**src/design/sobc_pkg.sv**
```systemverilog
`timescale 1ns / 1ps
// Shared types and constants for the second-order byte checksum.
// No dependencies; imported by every module of the block.
package sobc_pkg;

    localparam int unsigned DATA_W     = 8;
    localparam int unsigned TERM_W     = 16;
    localparam int unsigned POS_W      = 8;

    localparam logic [TERM_W-1:0] FIRST_OFFSET = 16'd7;
    localparam logic [POS_W-1:0]  UP_STEP      = 8'd17;
    localparam logic [POS_W-1:0]  DOWN_STEP    = 8'd31;
    localparam logic [TERM_W-1:0] MODULUS      = 16'hFFFF;
    localparam logic [TERM_W-1:0] OLDER_INIT   = 16'd1;

    typedef struct packed {
        logic [DATA_W-1:0] data_byte;
        logic              last_byte;
    } item_t;

    typedef struct packed {
        logic              load;
        logic [TERM_W-1:0] checksum;
    } result_t;

endpackage

```
**src/design/second_order_byte_checksum.sv**
```systemverilog
`timescale 1ns / 1ps
// Second-order byte checksum over byte frames marked by tlast; one 16-bit result per frame.
// Depends on sobc_pkg, sobc_in_stage, sobc_core and sobc_out_stage.
//
// Bytes enter on the s_axis stream, one per clock, back to back while no final byte is
// held; tlast marks the final byte of a frame. Each byte passes an input register, then
// the recurrence (two small products and a fold modulo 65535) updates the frame state
// in the same cycle, so the state loop through the products sets the rate of one byte
// per cycle. The final byte of a frame passes the input register and its checksum is
// registered in the result register before it appears on m_axis, and the block keeps
// accepting bytes of the next frame while that result waits to be taken; only a final
// byte is held until the result register is free. The next byte after tlast opens a new frame.
module second_order_byte_checksum (
    input  logic        clk,
    input  logic        rst_n,
    input  logic        s_axis_tvalid,
    output logic        s_axis_tready,
    input  logic [7:0]  s_axis_tdata,   // [7:0] data_byte
    input  logic        s_axis_tlast,   // last_byte
    output logic        m_axis_tvalid,
    input  logic        m_axis_tready,
    output logic [15:0] m_axis_tdata    // [15:0] checksum
);
    import sobc_pkg::*;

    item_t   in_item;
    item_t   item;
    logic    item_valid;
    logic    item_take;
    logic    out_free;
    result_t result;

    assign in_item.data_byte = s_axis_tdata;
    assign in_item.last_byte = s_axis_tlast;

    // hold a final byte while the result register is still occupied
    assign item_take = item_valid && (!item.last_byte || out_free);

    sobc_in_stage u_in_stage (
        .clk        (clk),
        .rst_n      (rst_n),
        .in_valid   (s_axis_tvalid),
        .in_ready   (s_axis_tready),
        .in_item    (in_item),
        .item_valid (item_valid),
        .item       (item),
        .item_take  (item_take)
    );

    sobc_core u_core (
        .clk    (clk),
        .rst_n  (rst_n),
        .fire   (item_take),
        .item   (item),
        .result (result)
    );

    sobc_out_stage u_out_stage (
        .clk          (clk),
        .rst_n        (rst_n),
        .result       (result),
        .out_free     (out_free),
        .out_valid    (m_axis_tvalid),
        .out_ready    (m_axis_tready),
        .out_checksum (m_axis_tdata)
    );

    a_no_overwrite: assert property (@(posedge clk) disable iff (!rst_n)
        result.load |-> out_free)
        else $error("result register overwritten before transfer");

endmodule

```
**src/design/sobc_in_stage.sv**
```systemverilog
`timescale 1ns / 1ps
// Input register of the checksum block: holds one accepted byte and its frame mark.
// Depends on sobc_pkg.
module sobc_in_stage (
    input  logic           clk,
    input  logic           rst_n,
    input  logic           in_valid,
    output logic           in_ready,
    input  sobc_pkg::item_t in_item,
    output logic           item_valid,
    output sobc_pkg::item_t item,
    input  logic           item_take
);
    import sobc_pkg::*;

    logic  valid_reg;
    logic  valid_next;
    item_t item_reg;

    assign in_ready   = !valid_reg || item_take;
    assign item_valid = valid_reg;
    assign item       = item_reg;

    always_comb
    begin
        valid_next = valid_reg;
        if (in_ready)
        begin
            valid_next = in_valid;
        end
    end

    always_ff @(posedge clk or negedge rst_n)
    begin
        if (!rst_n)
        begin
            valid_reg <= 1'b0;
        end
        else
        begin
            valid_reg <= valid_next;
        end
    end

    always_ff @(posedge clk)
    begin
        if (in_ready && in_valid)
        begin
            item_reg <= in_item;
        end
    end

endmodule

```
**src/design/sobc_core.sv**
```systemverilog
`timescale 1ns / 1ps
// Checksum recurrence: frame state, both products and the fold modulo 65535.
// Depends on sobc_pkg.
module sobc_core (
    input  logic             clk,
    input  logic             rst_n,
    input  logic             fire,
    input  sobc_pkg::item_t  item,
    output sobc_pkg::result_t result
);
    import sobc_pkg::*;

    localparam int unsigned PLUS_W = 25;
    localparam int unsigned DIFF_W = 27;
    localparam logic [DIFF_W-1:0] BIAS = 27'd33553920;

    logic [TERM_W-1:0] older_reg;
    logic [TERM_W-1:0] older_next;
    logic [TERM_W-1:0] newer_reg;
    logic [TERM_W-1:0] newer_next;
    logic [POS_W-1:0]  pos_reg;
    logic [POS_W-1:0]  pos_next;
    logic              in_frame_reg;
    logic              in_frame_next;

    logic [POS_W-1:0]  up;
    logic [POS_W-1:0]  down;
    logic [PLUS_W-1:0] plus;
    logic [23:0]       minus;
    logic [DIFF_W-1:0] diff;
    logic [DIFF_W-1:0] biased;
    logic [16:0]       fold1;
    logic [16:0]       fold2;
    logic [TERM_W-1:0] reduced;
    logic [TERM_W-1:0] stepped;

    always_comb
    begin
        up    = POS_W'(pos_reg * UP_STEP);
        down  = POS_W'(pos_reg * DOWN_STEP);
        plus  = (PLUS_W'(item.data_byte) + PLUS_W'(up)) * PLUS_W'(newer_reg);
        minus = 24'(down) * 24'(older_reg);
        diff  = DIFF_W'(plus) - DIFF_W'(minus);
        // a negative difference maps to one plus the difference
        biased = diff + BIAS + {{(DIFF_W-1){1'b0}}, diff[DIFF_W-1]};
        fold1  = 17'(biased[DIFF_W-1:16]) + 17'(biased[15:0]);
        fold2  = 17'(fold1[16]) + 17'(fold1[15:0]);
        reduced = (fold2[15:0] == MODULUS) ? '0 : fold2[15:0];
    end

    always_comb
    begin
        older_next    = older_reg;
        newer_next    = newer_reg;
        pos_next      = pos_reg;
        in_frame_next = in_frame_reg;
        stepped       = newer_reg;
        if (fire)
        begin
            if (!in_frame_reg)
            begin
                stepped = TERM_W'(item.data_byte) + FIRST_OFFSET;
            end
            else
            begin
                stepped = reduced;
            end
            if (item.last_byte)
            begin
                older_next    = OLDER_INIT;
                newer_next    = '0;
                pos_next      = '0;
                in_frame_next = 1'b0;
            end
            else
            begin
                older_next    = in_frame_reg ? newer_reg : OLDER_INIT;
                newer_next    = stepped;
                pos_next      = pos_reg + 1'b1;
                in_frame_next = 1'b1;
            end
        end
    end

    assign result.load     = fire && item.last_byte;
    assign result.checksum = stepped;

    always_ff @(posedge clk or negedge rst_n)
    begin
        if (!rst_n)
        begin
            older_reg    <= OLDER_INIT;
            newer_reg    <= '0;
            pos_reg      <= '0;
            in_frame_reg <= 1'b0;
        end
        else
        begin
            older_reg    <= older_next;
            newer_reg    <= newer_next;
            pos_reg      <= pos_next;
            in_frame_reg <= in_frame_next;
        end
    end

    a_newer_range: assert property (@(posedge clk) disable iff (!rst_n)
        newer_reg != MODULUS)
        else $error("newer term left its residue range");

    a_idle_state: assert property (@(posedge clk) disable iff (!rst_n)
        !in_frame_reg |-> (older_reg == OLDER_INIT && newer_reg == '0 && pos_reg == '0))
        else $error("frame state not cleared between frames");

    a_frame_open: assert property (@(posedge clk) disable iff (!rst_n)
        fire && !item.last_byte |=> in_frame_reg)
        else $error("frame did not open after a non-final byte");

    a_frame_close: assert property (@(posedge clk) disable iff (!rst_n)
        result.load |=> !in_frame_reg)
        else $error("frame still open after its final byte");

endmodule

```
**src/design/sobc_out_stage.sv**
```systemverilog
`timescale 1ns / 1ps
// Result register of the checksum block: holds one checksum until transferred.
// Depends on sobc_pkg.
module sobc_out_stage (
    input  logic              clk,
    input  logic              rst_n,
    input  sobc_pkg::result_t result,
    output logic              out_free,
    output logic              out_valid,
    input  logic              out_ready,
    output logic [sobc_pkg::TERM_W-1:0] out_checksum
);
    import sobc_pkg::*;

    logic              valid_reg;
    logic              valid_next;
    logic [TERM_W-1:0] checksum_reg;

    assign out_free     = !valid_reg || out_ready;
    assign out_valid    = valid_reg;
    assign out_checksum = checksum_reg;

    always_comb
    begin
        valid_next = valid_reg;
        if (out_free)
        begin
            valid_next = result.load;
        end
    end

    always_ff @(posedge clk or negedge rst_n)
    begin
        if (!rst_n)
        begin
            valid_reg <= 1'b0;
        end
        else
        begin
            valid_reg <= valid_next;
        end
    end

    always_ff @(posedge clk)
    begin
        if (result.load)
        begin
            checksum_reg <= result.checksum;
        end
    end

endmodule

```
**config.mk**
```make
export PLATFORM = sky130hd
export DESIGN_NAME = second_order_byte_checksum
export DESIGN_NICKNAME = d
export VERILOG_FILES = /design/src/design/sobc_pkg.sv /design/src/design/second_order_byte_checksum.sv /design/src/design/sobc_in_stage.sv /design/src/design/sobc_core.sv /design/src/design/sobc_out_stage.sv
export SDC_FILE = /design/constraint.sdc
export NUM_CORES = 1
export LEC_CHECK = 0
export BUFFER_PORTS_ARGS = -buffer_cell sky130_fd_sc_hd__buf_2
export CORE_UTILIZATION = 60
export DETAILED_ROUTE_END_ITERATION = 8
export GPL_TIMING_DRIVEN = 0
export PLACE_DENSITY = 0.86
export SLEW_MARGIN = 10
export SYNTH_ARGS = -nofsm -noshare
export SYNTH_HDL_FRONTEND = slang
export SYNTH_SLANG_ARGS = --single-unit
```
**constraint.sdc**
```tcl
create_clock -name clk -period 16.3 [get_ports clk]
set_input_delay 2.445 -clock clk [delete_from_list [all_inputs] [get_ports clk]]
set_output_delay 2.445 -clock clk [all_outputs]
set_load 0.02 [all_outputs]
```
==> results of run 1 <==
-- worst max path at each step --
stage               depth (start not counted)               from                      endpoint
global route                               69  u_core.pos_reg[1]  u_out_stage.out_checksum[14]
detailed placement                         71  u_core.pos_reg[1]   u_out_stage.out_checksum[6]
global placement                           70  u_core.pos_reg[1]   u_out_stage.out_checksum[6]
CTS                                        70  u_core.pos_reg[1]   u_out_stage.out_checksum[6]
floorplan                                  69  u_core.pos_reg[1]  u_out_stage.out_checksum[15]
finish                                     70  u_core.pos_reg[1]  u_out_stage.out_checksum[15]
-- metrics by stage --
stage / cell area [um^2] / setup WS, ns
after global placement: 15390 / -2.017
after detailed placement: 15390 / -2.474
after CTS: 16210 / 0.006841
final: 16830 / 0.1883
after floorplan: 14830 / 0.001755
after global routing: 16830 / -0.2635
-- cells by family (layout without fill, tap and decap cells) --
group,count (synthesis),in the layout,synth area share [%]
AND/OR/NAND/NOR,521,521,18.05
buffers and inverters,351,463,9.301
adder cells (fa/ha/maj),349,349,40.43
AO/OA/AOI/OAI,269,269,12.82
XOR/XNOR,107,107,6.530
flip-flops,68,68,12.34
multiplexers,7,7,0.5238
-- worst max-delay path: cells and delay by family, from the launching register on --
| kind | cells | cell delay [ns] |
|---|---|---|
| AOI/OAI and AO/OA | 25 | 4.94 |
| buffers and inverters | 8 | 0.73 |
| adders and majority gates | 15 | 5.92 |
| and+or+nand+nor | 19 | 3.35 |
| xor gates and xnor gates | 3 | 0.46 |
| DFF | 1 | 0.45 |
-- placed cells by master (no fill, tap or decap), drive strengths merged, types with 6 or more instances in the layout --
master    n
a22o     19
nor4      9
nand3    13
a31oi    10
nand4     8
nor2b    19
nor3     29
nand2b   15
o21a     11
and3     10
xnor2    63
and2    130
a21oi    65
or3      10
nor2     50
dfrtp    42
o211ai   11
o21bai    9
inv     288
xor2     44
nand2   201
clkbuf   55
a211oi    7
buf     115
a21o     22
o21ai    56
fa      216
ha      133
edfxtp   25
o221ai    9
a21boi    6
or2       6
-- cell usage after synthesis (10+ instances only) --
master	number	area (um^2)
nor2b_1	19	118.9
nand2_1	201	754.5
o21ai_1	19	95.09
a22o_1	18	157.7
nand3_1	13	65.06
a31oi_1	10	62.56
o211ai_1	10	75.07
nand2b_1	15	93.84
xor2_1	42	367.9
inv_1	288	1081
a21o_1	22	165.2
nor3_1	28	140.1
and2_1	128	800.8
ha_1	133	1664
dfrtp_1	42	1051
a21oi_1	64	320.3
o21ai_0	33	165.2
fa_1	216	4324
nor2_1	48	180.2
edfxtp_1	25	750.7
xnor2_1	61	534.3
clkbuf_1	50	187.7
-- routing by layer --
layer  GRT usage (%)  up-vias
li1                -     5609
met1           38.97     6331
met2           53.91      927
met3           4.897      302
met4           20.19        0
met5               0        -
-- cell type report --
cell class	count	area (um^2)	share of cell area (%)
tap	324	405.4	2.409
clock buffer	12	256.5	1.524
timing repair buffer	101	680.7	4.045
multi-input combinational	1253	12200	72.50
buffer	58	320.3	1.903
sequential	68	1836	10.91
inverter	288	1081	6.424
clock inverter	4	47.55	0.2825
-- timing repair --
item	in CTS	in global routing
resized for setup	70	78
cloned	0	2
setup endpoints to repair	32	32
buffers inserted	31	38
pin swaps	38	65
hold buffers	0	0
==> results.yml, run 1 <==
run_status:
  outcome: "completed"
timing:
  setup_viol_count_final: 0
  fin_skew_ns: 0.007621
  maxSlewViolCount: 0
  holdWs_ns: 0.5252
  fin_setup_tns_ns: 0
  worstMarginPinSlew_ns: 1.112
  maxSlewHeadroom_pct: 23.93
  min_period_ns: 16.11
  post-route-period-util_pct: 98.84
  hold_violations: 0
  max_freq_mhz: 62.07
route:
  drtPass1Iterations: 6
  remaining_drc_errors: 0
  wl_met3_um: 4354
  wl_um: 44620
  routed.top_layer: "met4"
  final_antenna_net_count: 0
  vias: 13170
  wl_met2_um: 20890
  avgViaCountPerCell: 6.247
  drt_iter0_drc: 1341
  wl_per_cell_um: 21.17
  met1_length_um: 15600
clock_tree:
  clk_pin_slew_ns: 0.06
  cts.sinks: 68
  clk_path_buf_depth: 2
  cts_buffers: 9
  htreeDepth: 3
  root_buffer: "clkbuf_16"
  cts_tree: "built"
  worstSkewPairLatency_ns: 0.33
finish:
  syn2layout_area_growth_pct: 13.62
  n_fill_cell: 1641
  final_util_pct: 69.40
  drive_above_1_share_pct: 15.19
  final_cells: 2108
  finalNetCount: 2141
  antenna_cells: 0
synth:
  yosys_warnings: 0
  synth_area_per_cell_um2: 8.858
  synthDistinctLibCells: 100
  synthArstFlopShare_pct: 63.24
  synthCells: 1672
  synth_flop_cell: "dfrtp_1"
  synthesis.nets: 2034
  synthesis.area_um2: 14810
  synth_edf_count: 25
  yosysSeqAreaShare_pct: 12.34
  ys_ff_latch: 68
die:
  ios: 31
  die_area_um2: 25320
  placementRows: 57
  initial_utilization_pct: 61.08
  core_um2: 24250
  die_w_um: 159.1
  dieHeight_um: 159.1
placement:
  io_buffers: 30
  dpl.hpwl_um: 30150
  dp.cells: 2026
  gp_congestion: 0.9742
worst_hold_path:
  holdCritStartpoint: "u_core.newer_reg[12]"
  hold_depth: 1
  min_to: "u_core.older_reg[12]"
  min_path_type: "reg -> reg"
job:
  maxCapViolCount: 0
setup_path:
  cp_slowest_cell: "fa_1"
  critical_path_class: "reg -> reg"
  start_kind: "flop"
  cp_data_required_time_ns: 16.39
  max_stage_delay_ns: 0.55
  cp_max_fo: 6
  worst_setup_path_end_kind: "flop"
  r2r_end: "u_out_stage.out_checksum[15]"
  crit_path_frequent_cell: "fa_1"
  r2r-start: "u_core.pos_reg[1]"
  cp.arrival_ns: 16.20
  r2r_cells: 70
  rrSetupSlack_ns: 0.19
global_routing:
  antenna_found_initial: 0
  grt-ovfl-total: 0
  grt_start_max_net_pins: 44
  grt_pass1_vias: 13030
  grt_pass1_wl_um: 64270
  grt_usage_pct: 32.12
Power of run 1 is not shown: default switching activity piles up to over one toggle a cycle in this logic, so the estimate is an artifact.
==> run 2: changes to the inputs <==
Settings changed: SETUP_SLACK_MARGIN set to 0.3.
==> results.yml, run 2 (synthesis results as in run 1) <==
run_status:
  outcome: "finished, violations left"
  violations: "setup timing"
placement:
  dp.cells: 2026
  dpl.hpwl_um: 30330
  dpl_worst_slack_ns: -1.970
  gp_congestion: 0.9758
  io_buffers: 30
clock_tree:
  worstSkewPairLatency_ns: 0.34
  clk_path_buf_depth: 2
  root_buffer: "clkbuf_16"
  clk_pin_slew_ns: 0.06
  cts_tree: "built"
  cts_buffers: 9
  postCtsHoldBufs: 0
  htreeDepth: 3
  cts.sinks: 68
timing:
  fin_skew_ns: 0.002834
  min_period_ns: 16.42
  hold_violations: 0
  setup_ws_ns: -0.1181
  post-route-period-util_pct: 100.7
  maxSlewHeadroom_pct: 30.03
  worstMarginPinSlew_ns: 1.023
  max_freq_mhz: 60.91
  setup_viol_count_final: 3
  maxSlewViolCount: 0
  rsz0062_at_grt: "true"
route:
  wl_per_cell_um: 23.06
  wl_um: 48560
  remaining_drc_errors: 0
  final_antenna_net_count: 0
  drtPass1Iterations: 6
  avgViaCountPerCell: 6.629
  vias: 13960
  drt_iter0_drc: 1535
finish:
  syn2layout_area_growth_pct: 15.58
  drive_above_1_share_pct: 15.88
  finalNetCount: 2139
  final_cell_mix: "286 x inv_1, 210 x fa_1, 195 x nand2_1, 127 x and2_1, 115 x ha_1"
  layout_commonest_cell: "inv_1"
  final_cells: 2106
  antenna_cells: 0
die:
  dieHeight_um: 159.1
  placementRows: 57
  die_w_um: 159.1
  initial_utilization_pct: 61.08
  core_um2: 24250
  ios: 31
  die_area_um2: 25320
setup_path:
  crit_path_frequent_cell: "fa_1"
  cp_slowest_cell: "xnor2_1"
  cp_max_fo: 7
  start_kind: "flop"
  max_stage_delay_ns: 0.65
  cp.arrival_ns: 16.54
  critical_path_class: "reg -> reg"
  worst_setup_path_end_kind: "flop"
  cp_data_required_time_ns: 16.43
global_routing:
  grt_start_max_net_pins: 44
  grt_usage_pct: 32.27
  antenna_found_initial: 1
  grt-ovfl-total: 0
  grt_pass1_wl_um: 64720
  grt_pass1_vias: 13060
job:
  maxCapViolCount: 0
worst_hold_path:
  min_path_type: "reg -> reg"
==> run 2: cell types whose count changed in the layout (fill, tap and decap cells not counted), sizes merged <==
cell	previous run	this run
clkinvlp	1	0
buf	115	109
clkbuf	55	63
bufinv	1	0
clkinv	2	0
==> run 2: final cells by class <==
cell class                      instances  area, um^2
Inverter                              288        1081
Multi-Input combinational cell       1253       12470
Clock buffer                           16       302.8
Tap cell                              324       405.4
Timing Repair Buffer                   94       635.6
Fill cell                            1542        7131
Buffer                                 63       390.4
Sequential cell                        68        1836
==> run 2: worst max-delay path, delay by kind of cell (launching register included) <==
| family | cells | cell delay, ns |
|---|---|---|
| compound gates | 30 | 6.30 |
| fa+ha+maj | 14 | 5.73 |
| simple gates | 9 | 1.53 |
| xor+xnor | 3 | 0.98 |
| buf+inv | 9 | 0.90 |
| flops | 1 | 0.42 |
| mux | 1 | 0.25 |
==> run 2: through the flow <==
step	area (um^2)	setup TNS, ns	util, %	hold WS, ns
final	17120	-0.1458	70.59	0.5094
after global routing	17120	-11.62	70.59	0.5223
after CTS	16400	0	67.64	0.4888
after detailed placement	15410	-57.87	63.56	0.4785
after global placement	15410	-44.25	63.54	0.4698
after floorplan	14850	0	-	0.4642
==> run 2: final timing paths <==
kind	startpoint	endpoint	slack [ns]	cells after the start
max	u_in_stage.item[1]	u_out_stage.out_checksum[6]	-0.12	66
min	u_core.newer_reg[12]	u_core.older_reg[12]	0.51	1
max reg2reg	u_in_stage.item[1]	u_out_stage.out_checksum[6]	-0.12	66
min reg2reg	u_core.newer_reg[12]	u_core.older_reg[12]	0.51	1
max in group asynchronous	rst_n	u_core.pos_reg[6]	13.33	1
min in group asynchronous	rst_n	u_core.pos_reg[5]	2.27	1
==> run 2: timing repair <==
| action | in CTS | in global routing |
|---|---|---|
| cloned | 0 | 1 |
| pin swaps | 45 | 91 |
| buffers inserted | 32 | 31 |
| resized for setup | 91 | 103 |
| endpoints found under the setup margin | 32 | 32 |
==> run 2: routing by layer <==
metal | GRT usage, % | up-vias | part of all wire [%]
met4 | 21.20 | 0 | 9.4
met1 | 39.11 | 6721 | 32
li1 | - | 5616 | -
met3 | 5.184 | 414 | 12
met2 | 53.57 | 1209 | 46
met5 | 0 | - | 0
Power of run 2 is left out for the same reason.
==> run 3: changes to the inputs <==
Settings changed: ABC_AREA set to 1, GPL_TIMING_DRIVEN 0 to unset.
==> results.yml, run 3 <==
global_routing:
  grt_start_max_net_pins: 44
  grt-ovfl-total: 0
  grt_pass1_vias: 13280
  grt_pass1_wl_um: 64090
  antenna_found_initial: 0
  grt_usage_pct: 33.23
synth:
  synthDistinctLibCells: 50
  yosys_warnings: 0
  synth_flop_cell: "dfrtp_1"
  synthArstFlopShare_pct: 63.24
  synth_mux_area_share_pct: 0
  netlist.area_leader.share_pct: 29.37
  synth_area_per_cell_um2: 7.566
  ys_top_cells_by_area: "fa_1 29%, nand2_1 12%, ha_1 11%"
  ys_ff_latch: 68
  yosysSeqAreaShare_pct: 12.42
  yosysMostFrequentCell: "nand2_1"
  synth_common_cells: "488 x nand2_1, 443 x inv_1, 216 x fa_1, 175 x nor2_1, 133 x ha_1"
  synthCells: 1946
  synth_top_family_by_area: "adder cells"
  synth_xor_area_share_pct: 3.977
  synthesis.area_um2: 14720
  synthAdderAreaFrac_pct: 40.67
  synth_top_area_cell: "fa_1"
  synth-simple-area-share_pct: 25.21
  synth_edf_count: 25
  synth_compound_area_share_pct: 4.938
  synthesis.nets: 2308
finish:
  final_cells: 2304
  finalNetCount: 2342
  antenna_cells: 0
  final_util_pct: 67.34
  syn2layout_area_growth_pct: 8.634
  layout_commonest_cell: "nand2_1"
  drive_above_1_share_pct: 10.63
  final_cell_mix: "484 x nand2_1, 441 x inv_1, 215 x fa_1, 168 x nor2_1, 122 x ha_1"
route:
  drtPass1Iterations: 5
  final_antenna_net_count: 0
  routed.top_layer: "met4"
  wl_per_cell_um: 17.69
  drt_iter0_drc: 1167
  remaining_drc_errors: 0
  vias: 13250
  met1_length_um: 14960
  avgViaCountPerCell: 5.750
  wl_um: 40750
  wl_met2_um: 19700
  wl_met3_um: 3483
job:
  maxCapViolCount: 0
setup_path:
  cp_slowest_cell: "fa_2"
  start_kind: "flop"
  cp.arrival_ns: 15.51
  critical_path_class: "reg -> reg"
  cp_data_required_time_ns: 16.39
  worst-path-stages: 81
  cp_max_fo: 6
  critPathLaunch: "u_core.pos_reg[5]"
  r2r-start: "u_core.pos_reg[5]"
  rrSetupSlack_ns: 0.88
  crit_path_frequent_cell: "nand2_1"
  r2r_cells: 81
  crit_end: "u_out_stage.out_checksum[0]"
  max_stage_delay_ns: 0.58
  r2r_end: "u_out_stage.out_checksum[0]"
  cp_top_family: "adder cells"
  worst_setup_path_end_kind: "flop"
  critPathBufInv: 10
clock_tree:
  postCtsHoldBufs: 0
  htreeDepth: 3
  root_buffer: "clkbuf_16"
  clk_pin_slew_ns: 0.07
  clk_path_buf_depth: 2
  worstSkewPairLatency_ns: 0.35
  cts_buffers: 9
  cts.sinks: 68
  cts_tree: "built"
die:
  die_w_um: 158.6
  ios: 31
  die_area_um2: 25170
  dieHeight_um: 158.6
  placementRows: 56
  initial_utilization_pct: 61.98
  core_um2: 23750
placement:
  io_buffers: 30
  gp_congestion: 0.9663
  dp.cells: 2270
  dpl.hpwl_um: 31830
timing:
  rsz0062_at_grt: "false"
  maxSlewViolCount: 0
  worstMarginPinSlew_ns: 1.106
  post-route-period-util_pct: 94.61
  min_period_ns: 15.42
  hold_violations: 0
  setup_viol_count_final: 0
  fin_setup_tns_ns: 0
  maxSlewHeadroom_pct: 26.19
  fin_skew_ns: 0.01222
  max_freq_mhz: 64.84
run_status:
  outcome: "completed"
worst_hold_path:
  min_path_type: "reg -> reg"
  holdCritStartpoint: "u_out_stage.out_valid"
[run 3: worst min-delay path by stage]
stage	end	slack, ns	depth (start not counted)
after detailed placement	u_out_stage.out_valid	0.53	2
after global routing	u_out_stage.out_valid	0.57	2
after floorplan	u_core.older_reg[0]	0.52	2
after global placement	u_out_stage.out_valid	0.52	2
final	u_out_stage.out_valid	0.56	2
after CTS	u_out_stage.out_valid	0.54	2
[run 3: area by class of cell]
type / instances / area (um^2)
Sequential cell: 68 / 1831
Timing Repair Buffer: 59 / 371.6
Fill cell: 1829 / 7759
Clock buffer: 10 / 229.0
Tap cell: 319 / 399.1
Multi-Input combinational cell: 1385 / 11330
Clock inverter: 6 / 113.9
Inverter: 457 / 1715
[run 3: cells by family after synthesis]
kind of cell | after synthesis
DFF | 68
AOI/OAI and AO/OA | 121
adders and majority gates | 349
and+or+nand+nor | 847
xor gates and xnor gates | 66
buffers and inverters | 495
[run 3: repair_timing]
action,4_1_cts,5_1_grt
pin swaps,1,23
setup buffers,0,16
endpoints found under the setup margin,32,32
gates cloned,1,1
resized for setup,5,60
[run 3: through the flow]
step | instance area (um^2) | setup WS, ns | hold WS [ns]
after floorplan | 14720 | 1.603 | 0.5244
after detailed placement | 15200 | 0.05464 | 0.5313
after global routing | 15990 | 0.05418 | 0.5667
final | 15990 | 0.8781 | 0.5550
after global placement | 15200 | 0.5073 | 0.5168
after CTS | 15560 | 0.3694 | 0.5444
[run 3: per-layer routing]
metal / vias up / GRT usage (%)
li1: 5942 / -
met1: 6349 / 40.87
met2: 750 / 54.99
met3: 206 / 5.280
met4: 0 / 20.42
met5: - / 0
[run 3: worst min-delay path: stages (launching register included)]
cell and delay (ns):
dfrtp_1 0.39, nand2_1 0.07, nand2_1 0.06
Power of run 3 is left out for the same reason.
